$ cat src/design/sai_pkg.sv
package sai_pkg;

  // field widths
  localparam int VAL_W      = 32;
  localparam int POS_W      = 4;
  localparam int FILL_W     = 5;
  localparam int KIND_W     = 2;
  localparam int STAT_W     = 2;
  localparam int DEPTH_MAX  = 16;

  // packed stream widths, rounded up to whole bytes
  localparam int IN_TDATA_W  = 40;
  localparam int OUT_TDATA_W = 40;

  typedef enum logic [KIND_W-1:0] {
    KIND_INSERT = 2'd0,
    KIND_DELETE = 2'd1,
    KIND_DUMP   = 2'd2
  } kind_e;

  typedef enum logic [STAT_W-1:0] {
    ST_OK    = 2'd0,
    ST_FULL  = 2'd1,
    ST_RANGE = 2'd2,
    ST_EMPTY = 2'd3
  } status_e;

endpackage

$ cat src/design/sai_mem.sv
module sai_mem #(
  parameter int DEPTH = 16,
  parameter int AW    = 4
) (
  input  logic                           clk_i,
  input  logic                           we_i,
  input  logic [AW-1:0]                  waddr_i,
  input  logic [sai_pkg::VAL_W-1:0]      wdata_i,
  input  logic                           re_i,
  input  logic [AW-1:0]                  raddr_i,
  output logic [sai_pkg::VAL_W-1:0]      rdata_o
);

  logic [sai_pkg::VAL_W-1:0] mem_q [DEPTH];
  logic [sai_pkg::VAL_W-1:0] rdata_q;

  // one write and one registered read per cycle
  always_ff @(posedge clk_i) begin
    if (we_i) begin
      mem_q[waddr_i] <= wdata_i;
    end
    if (re_i) begin
      rdata_q <= mem_q[raddr_i];
    end
  end

  assign rdata_o = rdata_q;

endmodule

$ cat src/design/sorted_array_insert_delete.sv
// sorted table of signed 32-bit values, kept in ascending order
//
// input stream (s_axis): tuser carries the operation (insert, delete, dump),
// tdata carries the value to insert and the index to delete. one transaction
// is one operation; tready is high only while the sequencer is idle.
// output stream (m_axis): one transaction per result. insert and delete give
// one result; a dump gives one result per held entry (tlast on the final one),
// or one empty-status result if nothing is held. tuser carries the status.
//
// datapath: all work goes through a table memory with registered read, one
// access per cycle, and one signed comparator. an insert moves each larger
// entry up one slot, a delete moves each later entry down one slot, a
// refused operation or an empty dump goes straight to its result, and a dump
// reads and sends the held entries one at a time. tready rises with the
// last result.
// reset clears the fill count and all control state; table contents are not
// cleared, only slots below the fill count are ever read.
// a stalled receiver holds the output register and the sequencer waits in
// place; a finished result may sit there while the next operation is accepted.
module sorted_array_insert_delete #(
  parameter int CAPACITY = 16
) (
  input  logic                               clk_i,
  input  logic                               rst_ni,
  input  logic                               s_axis_tvalid_i,
  output logic                               s_axis_tready_o,
  // [31:0] value, [35:32] position, [39:36] zero
  input  logic [sai_pkg::IN_TDATA_W-1:0]     s_axis_tdata_i,
  // [1:0] kind
  input  logic [sai_pkg::KIND_W-1:0]         s_axis_tuser_i,
  output logic                               m_axis_tvalid_o,
  input  logic                               m_axis_tready_i,
  // [31:0] entry, [36:32] fill, [39:37] zero
  output logic [sai_pkg::OUT_TDATA_W-1:0]    m_axis_tdata_o,
  // [1:0] status
  output logic [sai_pkg::STAT_W-1:0]         m_axis_tuser_o,
  output logic                               m_axis_tlast_o
);

  // usable slots: the table never holds more than its fixed depth
  localparam int SLOTS = (CAPACITY < sai_pkg::DEPTH_MAX) ? CAPACITY : sai_pkg::DEPTH_MAX;
  localparam int AW    = $clog2(SLOTS);
  localparam int CW    = sai_pkg::FILL_W;
  localparam int VW    = sai_pkg::VAL_W;

  typedef enum logic [2:0] {
    S_IDLE,
    S_INS_RD,
    S_INS_CMP,
    S_DEL_RD,
    S_DEL_WR,
    S_DMP_RD,
    S_DMP_OUT,
    S_RES
  } state_e;

  state_e               state_q, state_d;
  logic [CW-1:0]        cnt_q, cnt_d;
  logic [AW-1:0]        idx_q, idx_d;
  logic signed [VW-1:0] val_q, val_d;
  sai_pkg::status_e     res_q, res_d;

  logic                 out_vld_q, out_vld_d;
  logic [VW-1:0]        out_entry_q, out_entry_d;
  logic [CW-1:0]        out_fill_q, out_fill_d;
  sai_pkg::status_e     out_stat_q, out_stat_d;
  logic                 out_last_q, out_last_d;

  logic                 in_fire;
  logic                 out_free;
  logic [VW-1:0]        in_value;
  logic [sai_pkg::POS_W-1:0] in_pos;

  logic                 mem_we, mem_re;
  logic [AW-1:0]        mem_waddr, mem_raddr;
  logic [VW-1:0]        mem_wdata, mem_rdata;
  logic                 greater;
  logic [CW-1:0]        idx_next;

  assign s_axis_tready_o = (state_q == S_IDLE);
  assign in_fire         = s_axis_tvalid_i & s_axis_tready_o;
  assign in_value        = s_axis_tdata_i[VW-1:0];
  assign in_pos          = s_axis_tdata_i[VW+sai_pkg::POS_W-1:VW];

  // output register is free when empty or being drained this cycle
  assign out_free = !out_vld_q || m_axis_tready_i;

  // the shared compare: does the stored entry sort after the new value
  assign greater  = $signed(mem_rdata) > val_q;
  assign idx_next = CW'(idx_q) + CW'(1);

  sai_mem #(
    .DEPTH (SLOTS),
    .AW    (AW)
  ) u_mem (
    .clk_i   (clk_i),
    .we_i    (mem_we),
    .waddr_i (mem_waddr),
    .wdata_i (mem_wdata),
    .re_i    (mem_re),
    .raddr_i (mem_raddr),
    .rdata_o (mem_rdata)
  );

  always_comb begin
    state_d     = state_q;
    cnt_d       = cnt_q;
    idx_d       = idx_q;
    val_d       = val_q;
    res_d       = res_q;
    out_vld_d   = out_vld_q && !m_axis_tready_i;
    out_entry_d = out_entry_q;
    out_fill_d  = out_fill_q;
    out_stat_d  = out_stat_q;
    out_last_d  = out_last_q;
    mem_we      = 1'b0;
    mem_waddr   = idx_q;
    mem_wdata   = mem_rdata;
    mem_re      = 1'b0;
    mem_raddr   = idx_q;

    case (state_q)
      S_IDLE: begin
        if (in_fire) begin
          val_d = in_value;
          case (sai_pkg::kind_e'(s_axis_tuser_i))
            sai_pkg::KIND_INSERT: begin
              if (cnt_q >= CW'(SLOTS)) begin
                res_d   = sai_pkg::ST_FULL;
                state_d = S_RES;
              end else begin
                idx_d   = cnt_q[AW-1:0];
                state_d = S_INS_RD;
              end
            end
            sai_pkg::KIND_DELETE: begin
              if (CW'(in_pos) >= cnt_q) begin
                res_d   = sai_pkg::ST_RANGE;
                state_d = S_RES;
              end else begin
                idx_d   = AW'(in_pos);
                state_d = S_DEL_RD;
              end
            end
            sai_pkg::KIND_DUMP: begin
              if (cnt_q == '0) begin
                res_d   = sai_pkg::ST_EMPTY;
                state_d = S_RES;
              end else begin
                idx_d   = '0;
                state_d = S_DMP_RD;
              end
            end
            default: begin
              // unknown operation: dropped, nothing emitted
              state_d = S_IDLE;
            end
          endcase
        end
      end

      S_INS_RD: begin
        if (idx_q == '0) begin
          mem_we    = 1'b1;
          mem_wdata = val_q;
          cnt_d     = cnt_q + CW'(1);
          res_d     = sai_pkg::ST_OK;
          state_d   = S_RES;
        end else begin
          mem_re    = 1'b1;
          mem_raddr = idx_q - AW'(1);
          state_d   = S_INS_CMP;
        end
      end

      S_INS_CMP: begin
        mem_we = 1'b1;
        if (greater) begin
          // shift the larger entry up one slot and keep walking down
          mem_wdata = mem_rdata;
          idx_d     = idx_q - AW'(1);
          state_d   = S_INS_RD;
        end else begin
          mem_wdata = val_q;
          cnt_d     = cnt_q + CW'(1);
          res_d     = sai_pkg::ST_OK;
          state_d   = S_RES;
        end
      end

      S_DEL_RD: begin
        if (idx_next >= cnt_q) begin
          cnt_d   = cnt_q - CW'(1);
          res_d   = sai_pkg::ST_OK;
          state_d = S_RES;
        end else begin
          mem_re    = 1'b1;
          mem_raddr = AW'(idx_next);
          state_d   = S_DEL_WR;
        end
      end

      S_DEL_WR: begin
        mem_we    = 1'b1;
        mem_wdata = mem_rdata;
        idx_d     = AW'(idx_next);
        state_d   = S_DEL_RD;
      end

      S_DMP_RD: begin
        mem_re  = 1'b1;
        state_d = S_DMP_OUT;
      end

      S_DMP_OUT: begin
        if (out_free) begin
          out_vld_d   = 1'b1;
          out_entry_d = mem_rdata;
          out_fill_d  = cnt_q;
          out_stat_d  = sai_pkg::ST_OK;
          out_last_d  = (idx_next == cnt_q);
          if (idx_next == cnt_q) begin
            state_d = S_IDLE;
          end else begin
            idx_d   = AW'(idx_next);
            state_d = S_DMP_RD;
          end
        end
      end

      S_RES: begin
        if (out_free) begin
          out_vld_d   = 1'b1;
          out_entry_d = '0;
          out_fill_d  = cnt_q;
          out_stat_d  = res_q;
          out_last_d  = 1'b1;
          state_d     = S_IDLE;
        end
      end

      default: begin
        state_d = S_IDLE;
      end
    endcase
  end

  always_ff @(posedge clk_i or negedge rst_ni) begin
    if (!rst_ni) begin
      state_q     <= S_IDLE;
      cnt_q       <= '0;
      out_vld_q   <= 1'b0;
      idx_q       <= '0;
      val_q       <= '0;
      res_q       <= sai_pkg::ST_OK;
      out_entry_q <= '0;
      out_fill_q  <= '0;
      out_stat_q  <= sai_pkg::ST_OK;
      out_last_q  <= 1'b0;
    end else begin
      state_q     <= state_d;
      cnt_q       <= cnt_d;
      out_vld_q   <= out_vld_d;
      idx_q       <= idx_d;
      val_q       <= val_d;
      res_q       <= res_d;
      out_entry_q <= out_entry_d;
      out_fill_q  <= out_fill_d;
      out_stat_q  <= out_stat_d;
      out_last_q  <= out_last_d;
    end
  end

  assign m_axis_tvalid_o = out_vld_q;
  assign m_axis_tdata_o  = {(sai_pkg::OUT_TDATA_W - VW - CW)'(0), out_fill_q, out_entry_q};
  assign m_axis_tuser_o  = out_stat_q;
  assign m_axis_tlast_o  = out_last_q;

  // fill count stays within the usable slots
  a_cnt_bound: assert property (@(posedge clk_i) disable iff (!rst_ni)
    cnt_q <= CW'(SLOTS))
    else $error("fill count above capacity");

  // fill count moves by at most one per cycle
  a_cnt_step: assert property (@(posedge clk_i) disable iff (!rst_ni)
    1'b1 |=> (cnt_q == $past(cnt_q)) || (cnt_q == $past(cnt_q) + CW'(1)) ||
             (cnt_q == $past(cnt_q) - CW'(1)))
    else $error("fill count jumped");

  // a full refusal reports a full table
  a_full_fill: assert property (@(posedge clk_i) disable iff (!rst_ni)
    (out_vld_q && out_stat_q == sai_pkg::ST_FULL) |-> out_fill_q == CW'(SLOTS))
    else $error("full status with table not full");

  // an empty dump reports no entries
  a_empty_fill: assert property (@(posedge clk_i) disable iff (!rst_ni)
    (out_vld_q && out_stat_q == sai_pkg::ST_EMPTY) |-> out_fill_q == '0)
    else $error("empty status with entries held");

  // a dump never walks past the held entries
  a_dump_idx: assert property (@(posedge clk_i) disable iff (!rst_ni)
    (state_q == S_DMP_OUT || state_q == S_DMP_RD) |-> CW'(idx_q) < cnt_q)
    else $error("dump index beyond fill count");

endmodule
$ cat config.mk
export PLATFORM = sky130hd
export DESIGN_NAME = sorted_array_insert_delete
export DESIGN_NICKNAME = d
export VERILOG_FILES = /design/src/design/sai_pkg.sv /design/src/design/sai_mem.sv /design/src/design/sorted_array_insert_delete.sv
export SDC_FILE = /design/constraint.sdc
export NUM_CORES = 1
export LEC_CHECK = 0
export BUFFER_PORTS_ARGS = -buffer_cell sky130_fd_sc_hd__buf_2
export CORE_MARGIN = 10
export CORE_UTILIZATION = 45
export DETAILED_ROUTE_END_ITERATION = 10
export GPL_ROUTABILITY_DRIVEN = 0
export PLACE_DENSITY = 0.68
export RECOVER_POWER = 50
export SLEW_MARGIN = 10
export SYNTH_ARGS = -nofsm -noshare
export SYNTH_HDL_FRONTEND = slang
export SYNTH_SLANG_ARGS = --single-unit
$ cat constraint.sdc
create_clock -name clk_i -period 12.1 [get_ports clk_i]
set_input_delay 1.21 -clock clk_i [delete_from_list [all_inputs] [get_ports clk_i]]
set_output_delay 1.21 -clock clk_i [all_outputs]
set_load 0.02 [all_outputs]
==> metrics.md <==
| Metric | Value |
|---|---|
| # diodes | 0 |
| Flip-flop and latch count after synthesis | approximately 630 |
| Sequential standard cell area | 18,500 sq um |
| Post-DP HPWL | about 36,000 microns |
| Cell Area, Placed | around 28,000 sq um |
| Routed len/inst | 23.2 microns |
| Number of sinks driven by the clock tree | between 600 and 700 |
| Cts repair resizes | 0 |
| Cell Area, Synth | 26,500 sq um |
| Initial core utilization | 45.7% |
| Clock-pin slew of the registers on the worst-case setup and hold paths | roughly 0.07 ns |
| Most common flop cell mapped by yosys | sky130_fd_sc_hd__edfxtp_1 |
| Outcome | finished, violations left |
| Iteration count of the initial detailed-routing pass | 6 |
| Starting DRT DRC Count | around 1,700 |
| Die footprint | 68,900 sq um |
| Count of vias placed by the detailed router | about 17,000 |
| Setup violators final | 0 |
| # fillers | roughly 4,900 |
| Boundary Pins | 91 |
| Initial antenna violation count | 0 |
| Number of nets in the final layout | between 2,000 and 2,500 |
| Launching element type of the critical path | flip-flop |
| Library cell used as clock root buffer | sky130_fd_sc_hd__clkbuf_16 |
| Largest net degree at the start of global routing | between 200 and 250 |
| Final hold viol count | 0 |
| Worst rel slew slack | -119% |
| Top cell types by occurrence after synthesis | 544 x sky130_fd_sc_hd__edfxtp_1, 517 x sky130_fd_sc_hd__nand2_1, 149 x sky130_fd_sc_hd__a21oi_1 |
| Synth Area per Inst | approximately 13 sq um |
| Clock latency on the worst-skew pair | 0.61 ns |
| Cell taking the most area after synthesis | sky130_fd_sc_hd__edfxtp_1 |
| Number of global-route vias before repair | approximately 16,000 |
| Worst min-delay path class | flip-flop to flip-flop |
| Post-synth EDFFs | around 540 |
| Count of unique library cells instantiated by Yosys | 68 |
| Hold-fix buffer count after cts | 0 |
| # DRC | 0 |
| Area of the multi-input gates | between 7000 and 8000 sq um |
| Clock Tree Buf Depth | 3 |
| Cell with the most instances after synthesis | sky130_fd_sc_hd__edfxtp_1 |
| Worst Path Class, Setup | flip-flop to flip-flop |
| Mean number of vias per cell | between 5 and 6 |
| Least-Margin Pin Slew | around 3.3 ns |
| RSZ-0062 raised after global routing | no |
| Antenna viol nets, final | 0 |
| Total negative setup slack | 0 ns |
| Warnings from Yosys | 0 |
| Crit path setup slack, layout | 6.44 ns |
| Worst endpoint required time | 12.45 ns |
| Max-cap violation count | 22 |
| Count of buffers from port buffering | 83 |
| Highest attainable clock frequency | approximately 180 MHz |
| Synth top area cells | sky130_fd_sc_hd__edfxtp_1 62%, sky130_fd_sc_hd__dfrtp_1 8.2%, sky130_fd_sc_hd__nand2_1 7.3% |
| Buffer count from post-CTS setup fixing | 0 |
| H-tree depth | 2 |
| Time the final worst path needs with I/O delays and setup | 5.66 ns |
| Congestion Overflow GR | 0 |
| Y dimension of the die | roughly 260 microns |
| Clock tree from TritonCTS | done |
| Post-route clock period utilization | between 40% and 50% |
| Final setup skew | 0.0125 ns |
| Number of core rows | 88 |
| Register area share after synthesis | ~70% |
| Post-place setup slack | 6.44 ns |
| Aggregate global-route resource usage | a little under a fifth |
| Detailed-route wire length | approximately 67,000 microns |
| Final Instance Area | roughly 29,000 sq um |
| Async set or reset register ratio after synthesis | about 14% |
| Global-route wire length before repair | just over 100,000 microns |
| Core outline area | 57,900 sq um |
| Area share of the largest cell type after synthesis | 61.7% |
| Cts bufs inserted | 58 |
| Pins over their slew limit | 634 |
| Proportion of layout cells with a drive suffix above 1 | between 9 and 10% |
| Horizontal die dimension | between 200 and 300 microns |
| Critical path endpoint category | flip-flop |
| Post-Synthesis Cells | 2,025 |
| Maximum fanout count along the critical path | 83 |
| Failing checks | capacitance limit, slew limit |
| Area added between synthesis and finish | 10.7% |
| Arrival time of the worst setup path | roughly 6 ns |
[metrics by stage]
step                hold slack (ns)  util, %  std cells
CTS                           0.467     51.0       2883
global placement              0.448     47.9       2775
detailed placement            0.452     47.9       2775
finish                        0.465     50.6       2883
global route                  0.497     50.6       2883
floorplan                     0.472        -       2027
[logic make-up after synthesis]
logic type	Yosys count	synth area share [%]
AOI/OAI and AO/OA	454	12.2
xor gates and xnor gates	11	0.392
adders and majority gates	54	2.58
buffers and inverters	187	2.94
DFF	631	70.0
muxes	43	1.80
other	1	0.0142
and+or+nand+nor	644	10.1
[cells in the final DEF (no fill, tap or decap), types with 7 or more instances in the layout]
cell type and n:
sky130_fd_sc_hd__a21o_1 7, sky130_fd_sc_hd__a21oi_1 150, sky130_fd_sc_hd__a221o_1 32, sky130_fd_sc_hd__a32o_1 64, sky130_fd_sc_hd__a32oi_1 66, sky130_fd_sc_hd__buf_2 40
sky130_fd_sc_hd__buf_4 17, sky130_fd_sc_hd__clkbuf_1 70, sky130_fd_sc_hd__clkbuf_16 59, sky130_fd_sc_hd__clkinv_1 15, sky130_fd_sc_hd__clkinv_2 9, sky130_fd_sc_hd__dfrtp_1 87
sky130_fd_sc_hd__edfxtp_1 544, sky130_fd_sc_hd__ha_1 53, sky130_fd_sc_hd__inv_1 52, sky130_fd_sc_hd__mux2_2 35, sky130_fd_sc_hd__mux2i_1 7, sky130_fd_sc_hd__nand2_1 517
sky130_fd_sc_hd__nand3_1 10, sky130_fd_sc_hd__nand3b_1 31, sky130_fd_sc_hd__nand4_1 7, sky130_fd_sc_hd__nor2_1 38, sky130_fd_sc_hd__nor2b_1 7, sky130_fd_sc_hd__nor3_1 8
sky130_fd_sc_hd__o21ai_0 53, sky130_fd_sc_hd__o22ai_1 40
[layout make-up]
class                      count  area share (%)
multi-input combinational   1209            24.6
sequential                   631            63.2
tap                          765            3.27
clock inverter                35           0.944
clock buffer                  73            5.29
timing repair buffer         117            2.00
inverter                      53           0.679
[per-layer routing]
layer  GRT usage (%)  wire length, microns  vias up
li1                -                     -     7666
met1            24.3                 26900     8577
met2            31.1                 33000      701
met3            2.53                  4760      143
met4            6.58                  2170        0
met5               0                     0        -
[flip-flops by register name (all words and copies together), names as in the netlist]
| register | flops |
|---|---|
| cnt_q | 5 |
| val_q | 32 |
| out_entry_q | 32 |
| state_q | 3 |
| m_axis_tvalid_o | 1 |
| res_q | 2 |
| idx_q | 4 |
| u_mem.rdata_o | 32 |
| out_fill_q | 5 |
| u_mem.mem_q | 512 |
| m_axis_tlast_o | 1 |
| m_axis_tuser_o | 2 |
[worst paths after layout]
kind	endpoint	start	cells after the start	slack (ns)
min	out_entry_q[26]$_DFFE_PN0P_	out_entry_q[26]$_DFFE_PN0P_	2	0.47
min reg2reg	out_entry_q[26]$_DFFE_PN0P_	out_entry_q[26]$_DFFE_PN0P_	2	0.47
max	u_mem.rdata_o[26]$_DFFE_PP_	idx_q[0]$_DFFE_PN0P_	12	6.44
min in group asynchronous	val_q[11]$_DFFE_PN0P_	rst_ni	1	1.28
max reg2reg	u_mem.rdata_o[26]$_DFFE_PP_	idx_q[0]$_DFFE_PN0P_	12	6.44
max in group asynchronous	val_q[17]$_DFFE_PN0P_	rst_ni	2	7.24
[worst max-delay path, cell delays in order, from the launching register on]
cell,delay [ns]
sky130_fd_sc_hd__dfrtp_1,0.50
sky130_fd_sc_hd__clkinv_1,0.41
sky130_fd_sc_hd__ha_1,0.53
sky130_fd_sc_hd__ha_1,0.34
sky130_fd_sc_hd__o211a_1,0.18
sky130_fd_sc_hd__a211o_1,0.20
sky130_fd_sc_hd__nand3_2,0.16
sky130_fd_sc_hd__xnor2_4,0.68
sky130_fd_sc_hd__buf_4,0.83
sky130_fd_sc_hd__buf_4,0.73
sky130_fd_sc_hd__a32o_1,0.29
sky130_fd_sc_hd__o22ai_1,0.11
sky130_fd_sc_hd__a221o_1,0.32
Power is not shown: default switching activity piles up to over one toggle a cycle in this logic, so the estimate is an artifact.
